<file path="config.mk">
export PLATFORM = sky130hd
export DESIGN_NAME = dwg_front
export DESIGN_NICKNAME = d
export VERILOG_FILES = /design/src/design/assert_macros.svh /design/src/design/dwg_pkg.sv /design/src/design/dwg_front.sv
export SDC_FILE = /design/constraint.sdc
export NUM_CORES = 1
export LEC_CHECK = 0
export ABC_AREA = 1
export ABC_CLOCK_PERIOD_IN_PS = 3350
export BUFFER_PORTS_ARGS = -buffer_cell sky130_fd_sc_hd__buf_2
export CAP_MARGIN = 20
export CELL_PAD_IN_SITES_DETAIL_PLACEMENT = 0
export CELL_PAD_IN_SITES_GLOBAL_PLACEMENT = 2
export CORE_ASPECT_RATIO = 0.7
export CORE_MARGIN = 5
export CORE_UTILIZATION = 40
export DETAILED_ROUTE_END_ITERATION = 10
export PLACE_DENSITY_LB_ADDON = 0.05
export SLEW_MARGIN = 20
export SYNTH_ARGS = -nofsm -noshare
export SYNTH_HDL_FRONTEND = slang
export SYNTH_SLANG_ARGS = --single-unit
</file>
<file path="constraint.sdc">
create_clock -name i_clk -period 3.35 [get_ports i_clk]
set_input_delay 0.335 -clock i_clk [delete_from_list [all_inputs] [get_ports i_clk]]
set_output_delay 0.335 -clock i_clk [all_outputs]
set_load 0.02 [all_outputs]
</file>
<file path="src/design/assert_macros.svh">
// ----------------------------------------------------------------------------
// assert_macros.svh
// Concurrent assertion shorthands used across the design.
// ----------------------------------------------------------------------------
`ifndef ASSERT_MACROS_SVH
`define ASSERT_MACROS_SVH

// Same-cycle implication, disabled while reset is asserted.
`define ASSERT_IMPLY(lbl, clk, rst_n, ante, cons, msg) \
    lbl: assert property (@(posedge clk) disable iff (!rst_n) (ante) |-> (cons)) \
        else $error(msg);

// Next-cycle implication, disabled while reset is asserted.
`define ASSERT_NEXT(lbl, clk, rst_n, ante, cons, msg) \
    lbl: assert property (@(posedge clk) disable iff (!rst_n) (ante) |=> (cons)) \
        else $error(msg);

`endif

</file>
<file path="src/design/dwg_pkg.sv">
// ----------------------------------------------------------------------------
// dwg_pkg
// Types, codes and helpers shared by the damped wave grid step block.
// ----------------------------------------------------------------------------
package dwg_pkg;

    localparam int GRID_SIDE_DEF    = 32;
    localparam int MAX_SUBSTEPS_DEF = 8;

    localparam int CFG_IDX_W  = 2;
    localparam int CFG_DATA_W = 26;
    localparam int THR_W      = 26;

    localparam logic [CFG_IDX_W-1:0] REG_WAVE_COEF  = 2'd0;
    localparam logic [CFG_IDX_W-1:0] REG_DAMPING    = 2'd1;
    localparam logic [CFG_IDX_W-1:0] REG_SLEEP_THR  = 2'd2;
    localparam logic [CFG_IDX_W-1:0] REG_NONE       = 2'd3;

    localparam logic [15:0]      WAVE_COEF_RST = 16'd16384;
    localparam logic [15:0]      DAMPING_RST   = 16'd65209;
    localparam logic [THR_W-1:0] SLEEP_THR_RST = 26'd41;
    localparam logic [16:0]      COEF_MAX      = 17'd32768;

    localparam logic [1:0] KIND_DEPOSIT = 2'd0;
    localparam logic [1:0] KIND_STEP    = 2'd1;
    localparam logic [1:0] KIND_READ    = 2'd2;
    localparam logic [1:0] KIND_NONE    = 2'd3;

    typedef struct packed {
        logic [1:0]         kind;
        logic [4:0]         cell_x;
        logic [4:0]         cell_z;
        logic signed [15:0] add_height;
        logic signed [15:0] add_previous;
        logic [3:0]         step_count;
    } t_item;

    typedef struct packed {
        logic signed [15:0] height;
        logic               asleep;
    } t_result;

    typedef struct packed {
        logic [16:0]      wave_coef;
        logic [15:0]      damping;
        logic [THR_W-1:0] sleep_thr;
    } t_cfg;

    typedef enum logic [1:0] {
        OP_NOP,
        OP_DEPOSIT,
        OP_STEP,
        OP_READ
    } t_op;

    typedef struct packed {
        t_op                op;
        logic [4:0]         cell_x;
        logic [4:0]         cell_z;
        logic signed [15:0] add_height;
        logic signed [15:0] add_previous;
        logic [3:0]         steps;
    } t_cmd;

    typedef enum logic [3:0] {
        ST_CLEAR,
        ST_IDLE,
        ST_DEP,
        ST_RD,
        ST_SWEEP,
        ST_MUL1,
        ST_ADD,
        ST_MUL2,
        ST_WR,
        ST_SUM,
        ST_CMP,
        ST_DONE
    } t_eng_state;

    function automatic logic signed [15:0] sat16(input logic signed [23:0] v);
        logic signed [15:0] r;
        if (v > 24'sd32767) begin
            r = 16'sh7FFF;
        end else if (v < -24'sd32768) begin
            r = 16'sh8000;
        end else begin
            r = v[15:0];
        end
        return r;
    endfunction

endpackage

</file>
<file path="src/design/dwg_front.sv">
// ----------------------------------------------------------------------------
// dwg_front
// Accepts items, classifies them into commands and queues them for the engine.
// ----------------------------------------------------------------------------
module dwg_front import dwg_pkg::*; #(
    parameter int GRID_SIDE    = GRID_SIDE_DEF,
    parameter int MAX_SUBSTEPS = MAX_SUBSTEPS_DEF
) (
    input  logic  i_clk,
    input  logic  i_rst_n,
    input  logic  i_push,
    input  t_item i_item,
    input  logic  i_hold,
    output logic  o_full,
    output logic  o_cmd_valid,
    output t_cmd  o_cmd,
    input  logic  i_cmd_pop
);

    t_cmd       r_q [2];
    logic       r_wp;
    logic       r_rp;
    logic [1:0] r_cnt;
    logic       n_wp;
    logic       n_rp;
    logic [1:0] n_cnt;
    t_cmd       cmd_in;
    logic       in_grid;
    logic       accept;
    logic       take;

    assign o_full      = (r_cnt == 2'd2) || i_hold;
    assign accept      = i_push && !o_full;
    assign o_cmd_valid = (r_cnt != 2'd0);
    assign o_cmd       = r_q[r_rp];
    assign take        = i_cmd_pop && o_cmd_valid;

    always_comb begin
        in_grid             = (32'(i_item.cell_x) < GRID_SIDE) &&
                              (32'(i_item.cell_z) < GRID_SIDE);
        cmd_in.op           = OP_NOP;
        cmd_in.cell_x       = i_item.cell_x;
        cmd_in.cell_z       = i_item.cell_z;
        cmd_in.add_height   = i_item.add_height;
        cmd_in.add_previous = i_item.add_previous;
        if (32'(i_item.step_count) > MAX_SUBSTEPS) begin
            cmd_in.steps = 4'(MAX_SUBSTEPS);
        end else begin
            cmd_in.steps = i_item.step_count;
        end
        case (i_item.kind)
            KIND_DEPOSIT: begin
                if (in_grid && (i_item.add_height != 16'sd0 || i_item.add_previous != 16'sd0)) begin
                    cmd_in.op = OP_DEPOSIT;
                end
            end
            KIND_STEP: begin
                if (i_item.step_count != 4'd0) begin
                    cmd_in.op = OP_STEP;
                end
            end
            KIND_READ: begin
                if (in_grid) begin
                    cmd_in.op = OP_READ;
                end
            end
            default: cmd_in.op = OP_NOP;
        endcase
    end

    always_comb begin
        n_wp  = r_wp ^ accept;
        n_rp  = r_rp ^ take;
        n_cnt = r_cnt + {1'b0, accept} - {1'b0, take};
    end

    always_ff @(posedge i_clk) begin
        if (!i_rst_n) begin
            r_wp  <= 1'b0;
            r_rp  <= 1'b0;
            r_cnt <= 2'd0;
        end else begin
            r_wp  <= n_wp;
            r_rp  <= n_rp;
            r_cnt <= n_cnt;
        end
    end

    always_ff @(posedge i_clk) begin
        if (accept) begin
            r_q[r_wp] <= cmd_in;
        end
    end

endmodule

</file>
Word-level counts from Yosys, hierarchy flattened
Memories as Yosys holds them, arrays and structs flattened. A register that Yosys moved wholly into a read port is not among the register bits.
Index checks and enable logic that the tools add are counted.
{ "totals": {"wordCells": 29, "ram_bits": 96, "latch_bits": 0, "out_inout_bits": 50, "memories": 1, "romBits": 0, "reg_bits": 4} }
{ "classes": {"n_eq_ne": 3, "multipliers": 0, "n_reduce_logical": 10, "shift": 0, "bitwise_logic": 2, "addsub": 2, "n_mux": 7, "n_lt_le_gt_ge": 1, "div": 0} }
{ "memory_table": {"columns": ["memory", "words", "word_bits", "rd", "rd_clocked_by_memory_dff", "wr", "line", "rtl"], "rows": [
  ["r_q", 2, 48, 1, 1, 1, "dwg_front.sv:20", "t_cmd r_q [2];"]
]} }
{ "op_table": {"columns": ["operator", "n"], "rows": [
  ["$reduce_bool 16->1", 2],
  ["$pmux 2 s3", 1],
  ["$eq 2x2->1 const B", 2],
  ["$gt 4x4->1 const B", 1],
  ["$mux 1", 4],
  ["$mux 4", 1],
  ["$reduce_bool 4->1", 1],
  ["$add 2x1->2", 1],
  ["$eq 2x1->1 const B", 1],
  ["$logic_and 1x1->1", 2],
  ["$logic_not 2->1", 1],
  ["$logic_or 1x1->1", 2],
  ["$mux 2", 1],
  ["$reduce_bool 2->1", 1],
  ["$sub 2x1->2", 1],
  ["$xor 1x1->1", 2],
  ["$logic_not 1->1", 1]
]} }

Depth between registers and ports, before layout
Gate-level depths: netlist (run 1).
{ "logic_depth": {"ltp_word": 6, "ltp_mapped": 10} }

Worst setup path before layout (run 1)
Ideal clock, no wire load.
{ "synth_timing": {"kind": "in2reg", "from": "input port i_hold", "to": "memory r_q[1][0] (netlist bit) (enable)", "arrival_ps": 2020, "path_buffers": 0, "required_time_ps": 2939, "slack_ps": 919, "path_stages": 3, "path_cell_list": "o21bai_1 > nor2_1 > ha_1"} }
{ "synth_between": {"elab_chain_len": 5} }
{ "synth_rtl": {"columns": ["item", "line", "rtl"], "rows": [
  ["start: declaration", "dwg_front.sv:13", "input logic i_hold,"],
  ["$logic_or 1x1->1", "dwg_front.sv:32", "assign o_full = (r_cnt == 2'd2) || i_hold;"],
  ["$logic_not 1->1", "dwg_front.sv:33", "assign accept = i_push && !o_full;"],
  ["$logic_and 1x1->1", "dwg_front.sv:33", null],
  ["$mux 1", "dwg_front.sv:90", "if (accept) begin"],
  ["$mux 1 (implied by the code)", "dwg_front.sv:91", "r_q[r_wp] <= cmd_in;"],
  ["end: declaration", "dwg_front.sv:20", null]
]} }
No other way between the ends.

==> results.json, run 1 <==
{
  "grt_pass1_wl_microns": 11300,
  "ant_nets": 0,
  "coreArea_sq_um": 9680,
  "insertion_delay_ns": 0.33,
  "cts.clk_slew.worst_paths_ns": 0.06,
  "start_util_pct": 40.9,
  "worstPathMaxFanout": 23,
  "cp.required_ns": 3.01,
  "gp_congestion": 0.698,
  "avgRoutedWirePerCell_microns": 15.7,
  "synth_top_area_cell": "edfxtp_1",
  "drcViolationCount": 0,
  "fillerInstances": 856,
  "worst_clock_skew_ns": 0.00635,
  "fin_area_sq_um": 4930,
  "top_layer": "met5",
  "overflow": 0,
  "met3_length_microns": 583,
  "finalSetupViolCount": 0,
  "cts_tree": "built",
  "ctsHoldBuffers": 0,
  "ff2ff_path_depth": 4,
  "yosysWarnings": 0,
  "fin_setup_tns_ns": 0,
  "synth_cell_types": 21,
  "finalHoldViolations": 0,
  "leakagePower_nw": 1.91,
  "cts_buffers": 9,
  "dr.pass1.iters": 4,
  "synth_area_leaders": "edfxtp_1 73%, mux2_2 8.0%, mux2_4 7.6%, dfxtp_1 2.5%, nor2_1 2.5%",
  "dpl.hpwl_microns": 5060,
  "met1Wirelength_microns": 3150,
  "maxSlewHeadroom_pct": 50.2,
  "hold_depth": 1,
  "drt_iter0_drc": 99,
  "hold_class": "in2reg",
  "io_pins": 103,
  "cts_setup_buffers": 0,
  "grt_pass1_vias": 2232,
  "synth_top_area_share_pct": 72.7,
  "cap_viol_max_count": 0,
  "cts_repair_resize_count": 0,
  "finalNetCount": 389,
  "ir_worst_vdd_v": 0.000369,
  "htree_num_levels": 3,
  "final_cell_mix": "102 x buf_2, 96 x edfxtp_1, 28 x mux2_2",
  "die_w_microns": 129,
  "antenna_found_initial": 3,
  "via_per_inst": 4.55,
  "die_h_microns": 93.3,
  "path_class": "reg2out",
  "clockBufferDepth": 2,
  "cp.arrival_ns": 2.07,
  "post-route-period-util_pct": 71.8,
  "rows": 30,
  "grt_usage_pct": 12.7,
  "portBuffers": 102,
  "powerDensity_nw_per_um2": 699,
  "ys_seq_elements": 101,
  "synth_fp_nets": 278,
  "post_dp_cell_area_sq_um": 4620,
  "rsz0062_at_grt": "no",
  "p_total_mw": 3.45,
  "wl_met2_microns": 3460,
  "synth_area_per_cell_sq_um": 17.9,
  "layout-drive-gt1-share_pct": 51.0,
  "cp-start-kind": "flop",
  "tightest_slew_ns": 0.748,
  "syn_inst": 221,
  "grt_max_degree": 49,
  "yosysSeqAreaShare_pct": 75.2,
  "fmax_mhz": 416,
  "syn_area_sq_um": 3970,
  "layout_commonest_cell": "buf_2",
  "routed_wl_microns": 7300,
  "end_kind": "output pin",
  "outcome": "complete, no violations",
  "area_growth_pct": 24.4,
  "cts_sinks": 101,
  "vias": 2121,
  "slew_violations": 0,
  "finalCriticalPeriod_ns": 2.40,
  "root_buffer": "clkbuf_16",
  "dieArea_sq_um": 12000
}
sequential cells by signal (all words and copies together), names as in the netlist, named ones only:
register  cells
r_rp          1
r_cnt         2
r_q          96
r_wp          1
per-stage QoR:
step	std cells	worst slack, ns	utilization (%)	hold WS, ns
4_1_cts	465	0.881	50.9	0.170
2_1_floorplan	221	0.919	-	0.425
5_1_grt	466	0.825	50.9	0.165
3_5_place_dp	449	1.26	47.8	0.431
6_report	466	0.945	50.9	0.187
3_3_place_gp	449	1.28	47.8	0.426
report_power, final:
group	internal [mW]	switching (mW)	total (mW)
Clock	0.646	0.410	1.06
Sequential	1.51	0.0728	1.58
Combinational	0.361	0.448	0.809
Yosys cell counts, drive strengths merged:
cell and number:
nand2 10, nor2 26, o21bai 1, inv 11, o211ai 1, mux2 48, ha 4, and2 1
nand3 1, buf 5, o21ai 3, xnor2 1, edfxtp 96, a21boi 1, o21a 1, or2 2
dfxtp 5, clkbuf 1, a21oi 3
layout make-up:
| cell class | count | area (sq um) | share of cell area, % |
|---|---|---|---|
| antenna | 1 | 2.50 | 0.0507 |
| clock buffer | 10 | 229 | 4.64 |
| clock inverter | 6 | 77.6 | 1.57 |
| inverter | 11 | 41.3 | 0.837 |
| multi-input combinational | 103 | 898 | 18.2 |
| sequential | 101 | 2980 | 60.5 |
| tap | 128 | 160 | 3.25 |
| timing repair buffer | 106 | 541 | 11.0 |
worst max-delay path, cell delays in order, from the launching register on:
cell	delay, ns
dfxtp_2	0.81
buf_4	0.38
mux2_2	0.37
buf_2	0.16
final timing paths:
kind / from / endpoint / slack (ns)
min reg2reg: r_rp / flop / 0.44
max reg2reg: r_cnt[0] / r_q[0][47] / 1.54
max: flop / o_cmd[4] / 0.95
min: i_item[45] / r_q[0][45] / 0.19
routing by layer:
| metal | vias to the layer above | global-route usage (%) |
|---|---|---|
| met4 | 4 | 4.20 |
| met3 | 12 | 5.76 |
| met5 | - | 0 |
| li1 | 1037 | - |
| met1 | 1007 | 15.4 |
| met2 | 61 | 20.0 |
kinds of logic after synthesis:
logic type	Yosys count	share of synthesized area [%]
adder cells (fa/ha/maj)	4	1.26
buffers and inverters	17	2.24
multiplexers	48	15.5
AO/OA/AOI/OAI	10	1.51
AND/OR/NAND/NOR	40	4.01
flip-flops	101	75.2
XOR/XNOR	1	0.221
Power figures use the tool's default switching activity.
==> inputs of run 2 (changes only) <==
--- a/config.mk
+++ b/config.mk
@@ -6,14 +6,14 @@
 export NUM_CORES = 1
 export LEC_CHECK = 0
 export ABC_AREA = 1
-export ABC_CLOCK_PERIOD_IN_PS = 3350
+export ABC_CLOCK_PERIOD_IN_PS = 2300
 export BUFFER_PORTS_ARGS = -buffer_cell sky130_fd_sc_hd__buf_2
 export CAP_MARGIN = 20
 export CELL_PAD_IN_SITES_DETAIL_PLACEMENT = 0
 export CELL_PAD_IN_SITES_GLOBAL_PLACEMENT = 2
 export CORE_ASPECT_RATIO = 0.7
 export CORE_MARGIN = 5
-export CORE_UTILIZATION = 40
+export CORE_UTILIZATION = 37
 export DETAILED_ROUTE_END_ITERATION = 10
 export PLACE_DENSITY_LB_ADDON = 0.05
 export SLEW_MARGIN = 20
==> constraint.sdc (replaced) <==
create_clock -name i_clk -period 2.3 [get_ports i_clk]
set_input_delay 0.23 -clock i_clk [delete_from_list [all_inputs] [get_ports i_clk]]
set_output_delay 0.23 -clock i_clk [all_outputs]
set_load 0.02 [all_outputs]
==> run 2 against run 1 <==
Hold slack got worse by 0.11 ns. Combinational power rose by 55%. Global-route usage fell by 0.72 points. Non-clock buffer count rose by 2. Final cell count rose by 1.1%. Sequential power rose by 42%. Via count fell by 1.0%. Final area rose by 0.84%. Worst setup slack got worse by 0.48 ns. Wire length rose by 1.0%. Sequential cell count did not move. Critical endpoint is now o_cmd[16].
==> results.json, run 2 (synthesis gave the netlist of run 1 again) <==
{
  "cap_viol_max_count": 0,
  "ctsHoldBuffers": 0,
  "path_class": "reg2out",
  "post_dp_cell_area_sq_um": 4660,
  "largestRegisters": "r_q x96, r_cnt x2",
  "post-route-util_pct": 47.9,
  "area_growth_pct": 25.5,
  "cts.clk_slew.worst_paths_ns": 0.06,
  "maxSlewHeadroom_pct": 72.3,
  "dr.pass1.iters": 4,
  "worstPathMaxFanout": 26,
  "fin_area_sq_um": 4970,
  "netSwitchingFraction_pct": 27.2,
  "die_h_microns": 96.6,
  "antenna_found_initial": 1,
  "slew_violations": 0,
  "drt_iter0_drc": 59,
  "clockBufferDepth": 2,
  "cts_buffers": 9,
  "fmax_mhz": 546,
  "finalSetupViolCount": 0,
  "fillerInstances": 934,
  "io_pins": 103,
  "vias": 2099,
  "rsz0062_at_grt": "no",
  "gp_congestion": 0.698,
  "cts_tree": "built",
  "cp-start-kind": "flop",
  "min_to": "r_q[1][38]",
  "die_w_microns": 134,
  "comb_power_share_pct": 24.7,
  "p_total_mw": 5.07,
  "power_frac_clock_pct": 31.0,
  "cp.required_ns": 2.07,
  "hold_depth": 1,
  "finalHoldViolations": 0,
  "largest_reg_flops": 96,
  "leakagePower_nw": 1.92,
  "coreArea_sq_um": 10400,
  "worst_clock_skew_ns": 0.00538,
  "regToRegEndpoint": "r_q[1][4]",
  "layout-drive-gt1-share_pct": 51.6,
  "grt_usage_pct": 11.9,
  "insertion_delay_ns": 0.33,
  "portBuffers": 102,
  "worst_hold_slack_ns": 0.0799,
  "net-switching-power_mw": 1.38,
  "finalCriticalPeriod_ns": 1.83,
  "cts_repair_resize_count": 0,
  "final_cell_mix": "102 x buf_2, 96 x edfxtp_1, 28 x mux2_2",
  "htree_num_levels": 3,
  "overflow": 0,
  "timing.rr.start": "r_cnt[0]",
  "start_util_pct": 38.1,
  "dpl.hpwl_microns": 5240,
  "end_kind": "output pin",
  "grt_max_degree": 30,
  "routed_wl_microns": 7380,
  "drcViolationCount": 0,
  "finalNetCount": 391,
  "cp.arrival_ns": 1.60,
  "min_from": "i_item[38]",
  "powerDensity_nw_per_um2": 1020,
  "intPower_mw": 3.69,
  "cts_setup_buffers": 0,
  "diodes": 0,
  "dieArea_sq_um": 12900,
  "post-route-period-util_pct": 79.7,
  "layout_commonest_cell": "buf_2",
  "grt_pass1_wl_microns": 11800,
  "hold_class": "in2reg",
  "regMostFlops": "r_q",
  "tightest_slew_ns": 0.416,
  "outcome": "complete, no violations",
  "via_per_inst": 4.46,
  "ant_nets": 0,
  "ir_worst_vdd_v": 0.000448,
  "cts_sinks": 101,
  "pwr-share-seq_pct": 44.3,
  "grt_pass1_vias": 2223,
  "ff2ff_setup_slack_ns": 0.61,
  "ff2ff_path_depth": 4,
  "rows": 31,
  "avgRoutedWirePerCell_microns": 15.7,
  "root_buffer": "clkbuf_16"
}
run 2: metrics by stage:
stage | setup slack, ns | TNS, ns | std cells
CTS | 0.408 | 0 | 471
floorplan | -0.0763 | -7.32 | 221
detailed placement | 0.556 | 0 | 455
finish | 0.468 | 0 | 471
global placement | 0.592 | 0 | 455
global route | 0.335 | 0 | 471
run 2: power groups by stage:
stage | Sequential, mW | Combinational [mW] | Clock [mW]
finish | 2.25 | 1.25 | 1.57
global route | 2.27 | 1.35 | 1.70
CTS | 2.25 | 1.29 | 1.62
detailed placement | 2.29 | 1.28 | 0
global placement | 2.28 | 1.29 | 0
floorplan | 2.28 | 0.906 | 0
run 2: area by class of cell:
type | count | area (sq um) | area share (%)
Clock buffer | 11 | 233 | 4.68
Clock inverter | 5 | 85.1 | 1.71
Inverter | 11 | 41.3 | 0.830
Multi-Input combinational cell | 103 | 898 | 18.1
Sequential cell | 101 | 2980 | 60.0
Tap cell | 132 | 165 | 3.32
Timing Repair Buffer | 108 | 568 | 11.4
run 2: how the worst max path moves through the flow:
| stage | startpoint | endpoint | slack (ns) | cells past startpoint |
|---|---|---|---|---|
| floorplan | r_cnt[1] | r_q[1][0] | -0.08 | 4 |
| global placement | i_hold | r_cnt[1] | 0.59 | 10 |
| detailed placement | i_hold | r_q[1][2] | 0.56 | 5 |
| CTS | flop | o_cmd[18] | 0.41 | 3 |
| global route | r_cnt[0] | r_cnt[1] | 0.33 | 9 |
| finish | flop | o_cmd[16] | 0.47 | 3 |
run 2: per-layer routing:
layer,track usage [%],part of all wire [%],vias to the layer above
met5,0,0.18,-
met2,17.8,46,65
li1,-,-,1037
met1,15.4,45,984
met3,5.08,7.7,11
met4,4.74,1.0,2
run 2: critical path: stages (launching register included):
cell     delay, ns
dfxtp_2       0.33
buf_4         0.37
mux2_2        0.39
buf_2         0.16
